--- src/rtl/vnorm_pkg.sv ---
package vnorm_pkg;

    // Number of vector components, one lane each.
    localparam int LANES = 3;

    // Per-item side information that travels beside the lanes.
    typedef struct packed {
        logic             zero;
        logic [LANES-1:0] neg;
    } t_side;

endpackage

--- src/rtl/vnorm_merge.sv ---
module vnorm_merge #(
    parameter int F = 15
) (
    input  logic                                  i_clk,
    input  logic                                  i_rst_n,
    input  logic                                  i_en,
    input  logic                                  i_valid,
    input  vnorm_pkg::t_side                      i_side,
    input  logic [vnorm_pkg::LANES-1:0][F:0]      i_mag,
    output logic                                  o_valid,
    output logic [vnorm_pkg::LANES-1:0][F:0]      o_unit,
    output logic                                  o_zero
);
    import vnorm_pkg::*;

    localparam logic [F:0] ONE = {1'b1, {F{1'b0}}};
    localparam logic [F:0] MAXP = {1'b0, {F{1'b1}}};
    localparam logic [F:0] LSB = {{F{1'b0}}, 1'b1};

    logic                        r_valid;
    logic [LANES-1:0][F:0]       r_unit;
    logic                        r_zero;
    logic [LANES-1:0][F:0]       n_unit;

    // Sign, saturation of plus one, and the zero-vector override.
    always_comb begin
        for (int i = 0; i < LANES; i++) begin
            if (i_side.zero) begin
                n_unit[i] = '0;
            end else if (i_side.neg[i]) begin
                n_unit[i] = (~i_mag[i]) + LSB;
            end else if (i_mag[i] >= ONE) begin
                n_unit[i] = MAXP;
            end else begin
                n_unit[i] = i_mag[i];
            end
        end
    end

    always_ff @(posedge i_clk) begin
        if (!i_rst_n) begin
            r_valid <= 1'b0;
        end else if (i_en) begin
            r_valid <= i_valid;
        end
    end

    always_ff @(posedge i_clk) begin
        if (i_en) begin
            r_unit <= n_unit;
            r_zero <= i_side.zero;
        end
    end

    assign o_valid = r_valid;
    assign o_unit  = r_unit;
    assign o_zero  = r_zero;

endmodule

--- config.mk ---
export PLATFORM = sky130hd
export DESIGN_NAME = vnorm_merge
export DESIGN_NICKNAME = d
export VERILOG_FILES = /design/src/rtl/vnorm_pkg.sv /design/src/rtl/vnorm_merge.sv
export SDC_FILE = /design/constraint.sdc
export NUM_CORES = 1
export LEC_CHECK = 0
export BUFFER_PORTS_ARGS = -buffer_cell sky130_fd_sc_hd__buf_2
export CORE_MARGIN = 2
export CORE_UTILIZATION = 40
export CTS_CLUSTER_SIZE = 30
export DETAILED_ROUTE_END_ITERATION = 8
export GPL_TIMING_DRIVEN = 0
export PLACE_DENSITY_LB_ADDON = 0.08
export SLEW_MARGIN = 25
export SYNTH_ARGS = -nofsm -noshare
export SYNTH_HDL_FRONTEND = slang
export SYNTH_SLANG_ARGS = --single-unit
--- constraint.sdc ---
create_clock -name i_clk -period 1.8 [get_ports i_clk]
set_clock_uncertainty 0.1 [all_clocks]
set_input_delay 0.36 -clock i_clk [delete_from_list [all_inputs] [get_ports i_clk]]
set_output_delay 0.36 -clock i_clk [all_outputs]
set_load 0.02 [all_outputs]
# After elaboration in Yosys (flattened, before gate mapping)
# Index checks and enable logic that the tools add are counted.
# Widths: inputs -> output; s select.
# totals
out_inout_bits	50
wordCells	20
register_bits	50
# op_classes
add_sub_neg	3
mux	6
magnitude_cmp	3
bitwise_logic	3
# ops
cell	count
$mux 16	6
$add 16x1->16 const B	3
$ge 16x16->1 const B	3
$not 16->16	3

# Longest topological paths before layout
# Gate-level depths: netlist (run 1).
# depth
ltp_word	3
mapped_depth	6
mapped_depth_nobuf	6

# Least setup slack after synthesis (run 1)
# OpenSTA, ideal clock, no wires.
# synth_timing
path_type	input to register
startpoint	input port i_mag[0] in the netlist's numbering
endpoint	register r_unit (netlist bit o_unit[10]) (data pin)
slack_ns	-0.124
t_required_ns	1.533
t_arrival_ns	1.657
setup_ns	0.167
cell_stages	6
path_cell_list	inv_1 ha_1 nor4b_2 and2_1 mux2_1 a211oi_1
# synth_between
elab_chain_cells	3
# synth_rtl
element	line	rtl
start, declared	vnorm_merge.sv:9	input logic [vnorm_pkg::LANES-1:0][F:0] i_mag,
$ge 16x16->1 / $not 16->16 (equally long branches)	vnorm_merge.sv:32, vnorm_merge.sv:31	
$mux 16 / $add 16x1->16 (equally long branches)	vnorm_merge.sv:32, vnorm_merge.sv:31	
$mux 16 (*)	vnorm_merge.sv:30	end else if (i_side.neg[i]) begin
end signal, assigned	vnorm_merge.sv:50	r_unit <= n_unit;
end, declared	vnorm_merge.sv:21	logic [LANES-1:0][F:0] r_unit;
# Mark *: on every way between the ends. The rest lies on a longest branch, timed or not.
# A chain may end at the register's enable or synchronous reset.

# Worst setup path in the final report (run 1)
# Same ends and word-level chain as after synthesis.

==> results of run 1 <==
cell usage in the layout, fill, tap and decap left out, types with 3 or more instances in the layout:
cell and count:
buf_2 105, nor2_1 30, nand2_1 14, nand3_1 8, a311oi_1 12, a211oi_1 10, and2_1 3, nor3_1 17
o21ai_1 3, a21oi_1 30, nor4b_1 3, nor4_1 4, nand2b_1 4, o21ai_0 3, o22ai_1 6, nor4_4 5
clkbuf_1 14, or3_1 4, inv_1 15, a31oi_1 4, clkbuf_8 5, buf_4 7, edfxtp_1 49, nand3b_1 3
nand4_1 9
layout make-up:
| type | instances | area (um2) | area share, % |
|---|---|---|---|
| flip-flops and latches | 50 | 1490 | 38.0 |
| multi-input cells | 224 | 1540 | 39.2 |
| plain buffers | 17 | 71.3 | 1.82 |
| inverters | 15 | 56.3 | 1.43 |
| well taps | 99 | 124 | 3.15 |
| repair buffers | 110 | 568 | 14.5 |
| clock buffers | 7 | 76.3 | 1.94 |
synthesized netlist by cell type (3+ instances only):
| master | number | area (um2) |
|---|---|---|
| nor4b_1 | 3 | 26.3 |
| nand2b_1 | 4 | 25.0 |
| inv_1 | 15 | 56.3 |
| a21oi_1 | 30 | 150 |
| nand3b_1 | 3 | 22.5 |
| or3_1 | 4 | 25.0 |
| ha_1 | 3 | 37.5 |
| nand4_1 | 9 | 56.3 |
| o21ai_1 | 3 | 15.0 |
| a31oi_1 | 4 | 25.0 |
| edfxtp_1 | 49 | 1470 |
| nor4_2 | 4 | 50.1 |
| nor3_1 | 18 | 90.1 |
| nand3_1 | 8 | 40.0 |
| and2_1 | 4 | 25.0 |
| nand2_1 | 14 | 52.6 |
| buf_2 | 3 | 15.0 |
| o21ai_0 | 3 | 15.0 |
| nor4_1 | 5 | 31.3 |
| o22ai_1 | 6 | 37.5 |
| a211oi_1 | 11 | 82.6 |
| clkbuf_1 | 13 | 48.8 |
| a311oi_1 | 12 | 105 |
| nor2_1 | 30 | 113 |
cell families after synthesis:
family / Yosys count / share of synthesized area [%]
adder cells (fa/ha/maj): 3 / 1.22
multiplexers: 2 / 0.694
flip-flops: 50 / 48.7
XOR/XNOR: 4 / 1.14
AO/OA/AOI/OAI: 90 / 20.3
AND/OR/NAND/NOR: 125 / 23.9
buffers and inverters: 32 / 4.04
routing by layer:
layer	global-route usage, %	vias to the layer above	wire [um]
met5	0	-	0
met4	5.18	0	79
met3	3.98	8	573
met2	30.5	122	4070
met1	27.9	1425	3780
li1	-	1438	-
per-stage QoR:
stage                     hold WS [ps]  cell area (um2)
after floorplan                    359             3080
after global placement             391             3730
after detailed placement           410             3730
after CTS                          167             3840
after global routing               158             3930
final                              169             3930
registers in the layout (all words and copies together), names as in the netlist:
register / flops
o_unit: 48
o_valid: 1
o_zero: 1
worst register-to-register path: cells and delay by family, from the launching register on:
family,cells,cell delay (ps)
flops,1,310
mux,1,110
simple gates,1,60
what timing repair did:
action,4_1_cts,5_1_grt
setup buffers,1,5
pin swaps,0,2
hold buffers,0,0
endpoints found under the setup margin,5,15
gates resized for setup,4,10
where the power goes:
group / internal, uW / switching (uW) / total, uW / leakage [uW]
Sequential: 1400 / 27.7 / 1420 / 0.000482
Clock: 269 / 374 / 643 / 0.0000383
Combinational: 223 / 430 / 653 / 0.000958
Total: 1890 / 832 / 2720 / 0.00148
worst paths after layout:
| path | start | end | slack (ps) |
|---|---|---|---|
| max | i_mag[0] | o_unit[10] | 70 |
| min | i_side[3] | o_zero | 170 |
| max reg2reg | o_valid | o_valid | 1110 |
| min reg2reg | o_valid | o_valid | 420 |
==> impl_metrics.toml, run 1 <==
[status]
status = "completed"

[yosys]
synth_flop_cell = "edfxtp_1"
synth.avg_cell_area_um2 = 10.0
synth_cell_types = 61
yosys_warnings = 0
synthArstFlopShare_pct = 0
synth_edf_count = 49
syn_area_um2 = 3070
synth_seq_cells = 50
synth_nets = 365
synthCells = 306
seq_area_frac_synth_pct = 48.7

[clock_tree]
cts_buffers = 5
clk_pin_slew_ps = 90
clk_latency_ps = 300
cts_tree = "yes"
clock_sinks = 50
h-tree-depth = 2
root_buffer = "clkbuf_8"
cts_buffer_depth = 2

[power]
p_total_uw = 2720
p_leak_uw = 0.00148
power_density_nw_per_um2 = 693
vdd_drop_max_v = 0.000321

[sta]
max_slew_margin_pct = 56.4
max_freq_mhz = 579
worstMarginPinSlew_ps = 653
drv_slew = 0
finalCriticalPeriod_ps = 1730
rsz0062_at_grt = "yes"
fin_setup_tns_ps = 0
finalHoldViolCount = 0
min_period_over_period_pct = 95.9
setup_violations = 0
setup_slack_ps = 73.7

[global_route]
grt_max_degree = 51
grt_antenna_before_repair = 0
grt_pass1_wl_mm = 13.1
overflow = 0
track_usage_pct = 19.6
grt_pass1_vias = 2603

[worst_setup_path]
crit_path_end_kind = "flop"
path_max_fanout = 5
slowest_delay_ps = 330
cpLargestDelayFamily = "simple AND/OR/NAND/NOR gates"
cp-start-kind = "primary input"
cp_slowest_cell = "mux2_1"
path_depth = 7
critPathBufInv = 2
worstPathArrival_ps = 1770
crit_chain = "buf_2 > inv_1 > ha_2 > nor4b_4 > and2_4 > mux2_1 > a211oi_2"
r2r_cells = 2
worstPathRequired_ps = 1840
crit_type = "in -> reg"

[final_layout]
fin_nets = 482
drive_gt1_share_pct = 33.3
areaGrowthSynthToFinish_pct = 28.1
finalNonFillerCells = 522
final_util_pct = 53.6
diodes = 0
n_fill_cell = 702

[die]
fp.dieW_um = 91.5
num_rows = 31
io_pins = 106
die-height_um = 91.5
fp.coreArea_um2 = 7330
start_util_pct = 41.8
die_area_um2 = 8380

[drt]
drt_wl_total_mm = 8.50
viasPerCell = 5.73
vias = 2993
drcViolationCount = 0
ant_nets = 0
wire_per_inst_um = 16.3
firstDrtPassIters = 5
first_iter_violations = 210

[placed_design]
place_congestion = 0.835
port_buffers = 104
dp.cells = 509
dpl_worst_slack_ps = -483
hpwl_mm = 6.02

[worst_hold_path]
hp-class = "in -> reg"
whs_path_depth = 1

[run]
cap_violations = 0
No activity file was read; power rests on OpenSTA's default activity.
==> run 2, diff against run 1 <==
--- a/config.mk
+++ b/config.mk
@@ -12,7 +12,9 @@
 export DETAILED_ROUTE_END_ITERATION = 8
 export GPL_TIMING_DRIVEN = 0
 export PLACE_DENSITY_LB_ADDON = 0.08
+export RECOVER_POWER = 25
 export SLEW_MARGIN = 25
 export SYNTH_ARGS = -nofsm -noshare
 export SYNTH_HDL_FRONTEND = slang
 export SYNTH_SLANG_ARGS = --single-unit
+export TNS_END_PERCENT = 10
==> impl_metrics.toml, run 2 (synthesized netlist as in run 1, its figures left out) <==
[clock_tree]
cts_hold_buffers = 0
h-tree-depth = 2
clk_pin_slew_ps = 90
cts_tree = "yes"
root_buffer = "clkbuf_8"
cts_buffers = 5
clk_latency_ps = 300
clock_sinks = 50
cts_buffer_depth = 2

[power]
p_total_uw = 2720
clock_power_share_pct = 23.5
intPower_uw = 1890
power_density_nw_per_um2 = 694
p_comb_share_pct = 24.0
p_leak_uw = 0.00147
switchingPower_uw = 827
vdd_drop_max_v = 0.000322
swShare_pct = 30.5
pwr-share-seq_pct = 52.5

[worst_setup_path]
worstPathRequired_ps = 1810
cp-start-kind = "primary input"
crit_type = "in -> reg"
worstPathArrival_ps = 1740
path_max_fanout = 4
crit_path_end_kind = "flop"

[global_route]
met1_usage_pct = 28.4
grt_pass1_vias = 2581
track_usage_pct = 19.6
grt_util_met2_pct = 30.2
grt_max_degree = 51
overflow = 0
grt_pass1_wl_mm = 13.1
grt_busiest_layer = "met2"
grt_antenna_before_repair = 0
use_met3_pct = 3.65

[drt]
drt_wl_total_mm = 8.42
first_iter_violations = 201
firstDrtPassIters = 5
vias = 2966
wire_per_inst_um = 16.2
viasPerCell = 5.71
drcViolationCount = 0
ant_nets = 0

[sta]
finalHoldViolCount = 0
setup_slack_ps = 62.1
fin_setup_tns_ps = 0
min_period_over_period_pct = 96.5
rsz0062_at_grt = "yes"
finalCriticalPeriod_ps = 1740
max_freq_mhz = 575
worstMarginPinSlew_ps = 1260
max_slew_margin_pct = 15.8
drv_slew = 0
setup_violations = 0

[die]
io_pins = 106
fp.dieW_um = 91.5
die_area_um2 = 8380
num_rows = 31
die-height_um = 91.5
fp.coreArea_um2 = 7330
start_util_pct = 41.8

[placed_design]
hpwl_mm = 6.02
place_congestion = 0.835
dp.cells = 509
dpl_worst_slack_ps = -483
port_buffers = 104

[final_layout]
drive_gt1_share_pct = 33.8
final_util_pct = 53.4
diodes = 0
final_common_cell = "buf_2"
finalNonFillerCells = 519
areaGrowthSynthToFinish_pct = 27.7
layout_common_cells = "buf_2 (106), edfxtp_1 (49), a21oi_1 (30), nor2_1 (30), nor3_1 (17)"
largest_reg_flops = 48
fin_nets = 479

[status]
status = "completed"

[run]
cap_violations = 0

[worst_hold_path]
hp-class = "in -> reg"
-- run 2: changes by cell type in the layout (fill, tap and decap cells not counted) --
| cell | previous run | this run |
|---|---|---|
| clkbuf_2 | 1 | 2 |
| ha_4 | 0 | 1 |
| ha_2 | 1 | 0 |
| inv_1 | 15 | 13 |
| buf_2 | 105 | 106 |
| inv_2 | 0 | 2 |
| mux2_1 | 1 | 0 |
| buf_4 | 7 | 3 |
| and2_4 | 1 | 2 |
| clkbuf_4 | 1 | 0 |
| and2_1 | 3 | 2 |
| mux2_4 | 0 | 1 |
-- run 2: cell type report --
| class | count | area, um2 |
|---|---|---|
| plain buffers | 17 | 68.8 |
| multi-input cells | 224 | 1560 |
| well taps | 99 | 124 |
| repair buffers | 107 | 543 |
| inverters | 15 | 56.3 |
| flip-flops and latches | 50 | 1490 |
| clock buffers | 7 | 76.3 |
| fillers | 705 | 3420 |
-- run 2: worst max-delay path, stage by stage --
cell,delay [ps]
buf_2,140
inv_1,60
ha_1,210
nor3b_4,290
and2_4,210
a31oi_1,100
a2111oi_2,360
-- run 2: repair_timing --
item,CTS,global route
setup buffers,0,3
endpoints found under the setup margin,5,17
pin swaps,1,3
gates resized for setup,6,12
-- run 2: worst paths after layout --
check / start / endpoint / slack (ps) / depth (start not counted)
max: i_mag[16] / o_unit[30] / 60 / 7
min: i_rst_n / o_valid / 170 / 2
max reg2reg: o_valid / o_valid / 1100 / 2
min reg2reg: o_valid / o_valid / 420 / 2
-- run 2: metrics by stage --
stage	hold WS [ps]	area, um2
6_report	171	3920
2_1_floorplan	359	3080
5_1_grt	158	3920
4_1_cts	167	3840
3_3_place_gp	391	3730
3_5_place_dp	410	3730
-- run 2: layer usage --
layer  wire length [um]  vias up
met4                 72        0
met3                553        6
met5                  0        -
met2               4060      113
met1               3740     1415
li1                   -     1432
-- run 2: power groups by stage --
| stage | Clock [uW] | Sequential, uW | Combinational (uW) |
|---|---|---|---|
| floorplan | 0 | 1580 | 205 |
| global placement | 0 | 1450 | 622 |
| detailed placement | 0 | 1450 | 628 |
| CTS | 653 | 1420 | 639 |
| global route | 708 | 1430 | 709 |
| finish | 639 | 1420 | 652 |
==> run 3, diff against run 2 <==
--- a/config.mk
+++ b/config.mk
@@ -11,6 +11,7 @@
 export CTS_CLUSTER_SIZE = 30
 export DETAILED_ROUTE_END_ITERATION = 8
 export GPL_TIMING_DRIVEN = 0
+export HOLD_SLACK_MARGIN = 0.06
 export PLACE_DENSITY_LB_ADDON = 0.08
 export RECOVER_POWER = 25
 export SLEW_MARGIN = 25
==> constraint.sdc (replaced) <==
create_clock -name i_clk -period 1.8 [get_ports i_clk]
set_clock_uncertainty 0.1 [all_clocks]
set_input_delay 0.18 -clock i_clk [delete_from_list [all_inputs] [get_ports i_clk]]
set_output_delay 0.18 -clock i_clk [all_outputs]
set_load 0.02 [all_outputs]
==> impl_metrics.toml, run 3 (synthesized netlist as in run 1, its figures left out) <==
[final_layout]
multiInputGateArea_um2 = 1480
seqCellArea_um2 = 1490
fin_nets = 479
layout_common_cells = "buf_2 (105), edfxtp_1 (49), a21oi_1 (30), nor2_1 (30), nor3_1 (18)"
largest_reg_flops = 48
n_fill_cell = 717
areaGrowthSynthToFinish_pct = 27.0
final_common_cell = "buf_2"
drive_gt1_share_pct = 31.6
diodes = 0
finalNonFillerCells = 520

[sta]
min_period_over_period_pct = 94.4
setup_slack_ps = 101
finalCriticalPeriod_ps = 1700
worstMarginPinSlew_ps = 631
drv_slew = 0
rsz0062_at_grt = "no"
max_slew_margin_pct = 57.6
max_freq_mhz = 589
fin_setup_tns_ps = 0
setup_violations = 0
holdWs_ps = 101
finalHoldViolCount = 0

[global_route]
grt_pass1_wl_mm = 13.1
grt_pass1_vias = 2620
overflow = 0
grt_busiest_layer = "met2"
grt_max_degree = 51
grt_util_met2_pct = 31.0
use_met3_pct = 4.48
track_usage_pct = 19.5
grt_antenna_before_repair = 0
met1_usage_pct = 27.0

[drt]
drcViolationCount = 0
drt_wl_total_mm = 8.13
vias = 2977
first_iter_violations = 177
wire_per_inst_um = 15.6
ant_nets = 0
viasPerCell = 5.73
firstDrtPassIters = 5

[clock_tree]
clk_pin_slew_ps = 100
root_buffer = "clkbuf_8"
cts_tree = "yes"
cts_buffer_depth = 2
cts_buffers = 5
clk_latency_ps = 310
cts_setup_buffers = 0
h-tree-depth = 2
clock_sinks = 50

[placed_design]
hpwl_mm = 5.93
dp.cells = 509
dpl_worst_slack_ps = -331
port_buffers = 104
place_congestion = 0.878

[die]
die_area_um2 = 8380
fp.dieW_um = 91.5
fp.coreArea_um2 = 7330
io_pins = 106
die-height_um = 91.5
num_rows = 31
start_util_pct = 41.8

[worst_hold_path]
holdCritStartpoint = "i_mag[46]"
hp-class = "in -> reg"
min_to = "o_unit[46]"
whs_path_depth = 2

[worst_setup_path]
worstPathRequired_ps = 1840
cp-start-kind = "primary input"
crit_type = "in -> reg"
critPathBufInv = 2
worst_r2r_endpoint = "o_valid"
slowest_delay_ps = 340
path_max_fanout = 5
crit_path_end_kind = "flop"
r2r_cells = 3
r2r_start = "o_valid"
cp_slowest_cell = "nor4b_4"
crit_chain = "buf_2 > inv_1 > ha_1 > nor4b_4 > and2_2 > mux2_1 > a211oi_1"
cpLargestDelayFamily = "simple AND/OR/NAND/NOR gates"
worstPathArrival_ps = 1740
rrSetupSlack_ps = 560

[power]
vdd_drop_max_v = 0.000445
power_density_nw_per_um2 = 743
p_leak_uw = 0.00146

[run]
cap_violations = 0

[status]
status = "completed"
## run 3: worst max-delay path by stage
| stage | start | to | slack (ps) | cells after the start |
|---|---|---|---|---|
| after global routing | i_mag[0] | o_unit[10] | 20 | 7 |
| after global placement | i_mag[0] | o_unit[10] | -360 | 7 |
| after detailed placement | i_mag[16] | o_unit[26] | -330 | 7 |
| after floorplan | i_mag[0] | o_unit[10] | 60 | 6 |
| final | i_mag[0] | o_unit[10] | 100 | 7 |
| after CTS | i_mag[16] | o_unit[28] | 80 | 7 |
## run 3: area by class of cell
cell class	count	share of cell area, %
plain buffers	17	1.74
flip-flops and latches	50	38.3
multi-input cells	224	38.1
repair buffers	107	14.2
well taps	99	3.18
clock buffers	5	1.77
clock inverters	3	1.25
inverters	15	1.45
## run 3: where the power goes
part           total (uW)  switching [uW]  internal, uW
sequential           1420            24.5          1390
clock                 836             412           424
combinational         635             418           218
total                2890             854          2040
## run 3: what timing repair did
item                                   4_1_cts  5_1_grt
resized for setup                            2        4
endpoints found under the hold margin        2        0
hold buffers                                 3        0
setup endpoints to repair                    2        5
cloned                                       0        0
## run 3: through the flow
stage	cell area [um2]	utilization (%)	total power [uW]
global placement	3710	50.6	2070
floorplan	3070	-	1790
finish	3890	53.1	2890
global route	3890	53.1	3020
detailed placement	3710	50.6	2070
CTS	3870	52.9	2920
## run 3: worst register-to-register path: stages (launching register included)
cell,delay [ps]
dfxtp_1,320
mux2i_1,120
nor2b_1,60
dlygate4sd3_1,540
## run 3: layer usage
metal	up-vias	share of wire [%]
met1	1419	45
li1	1432	-
met4	0	1.2
met2	118	47
met3	8	7.3
met5	-	0
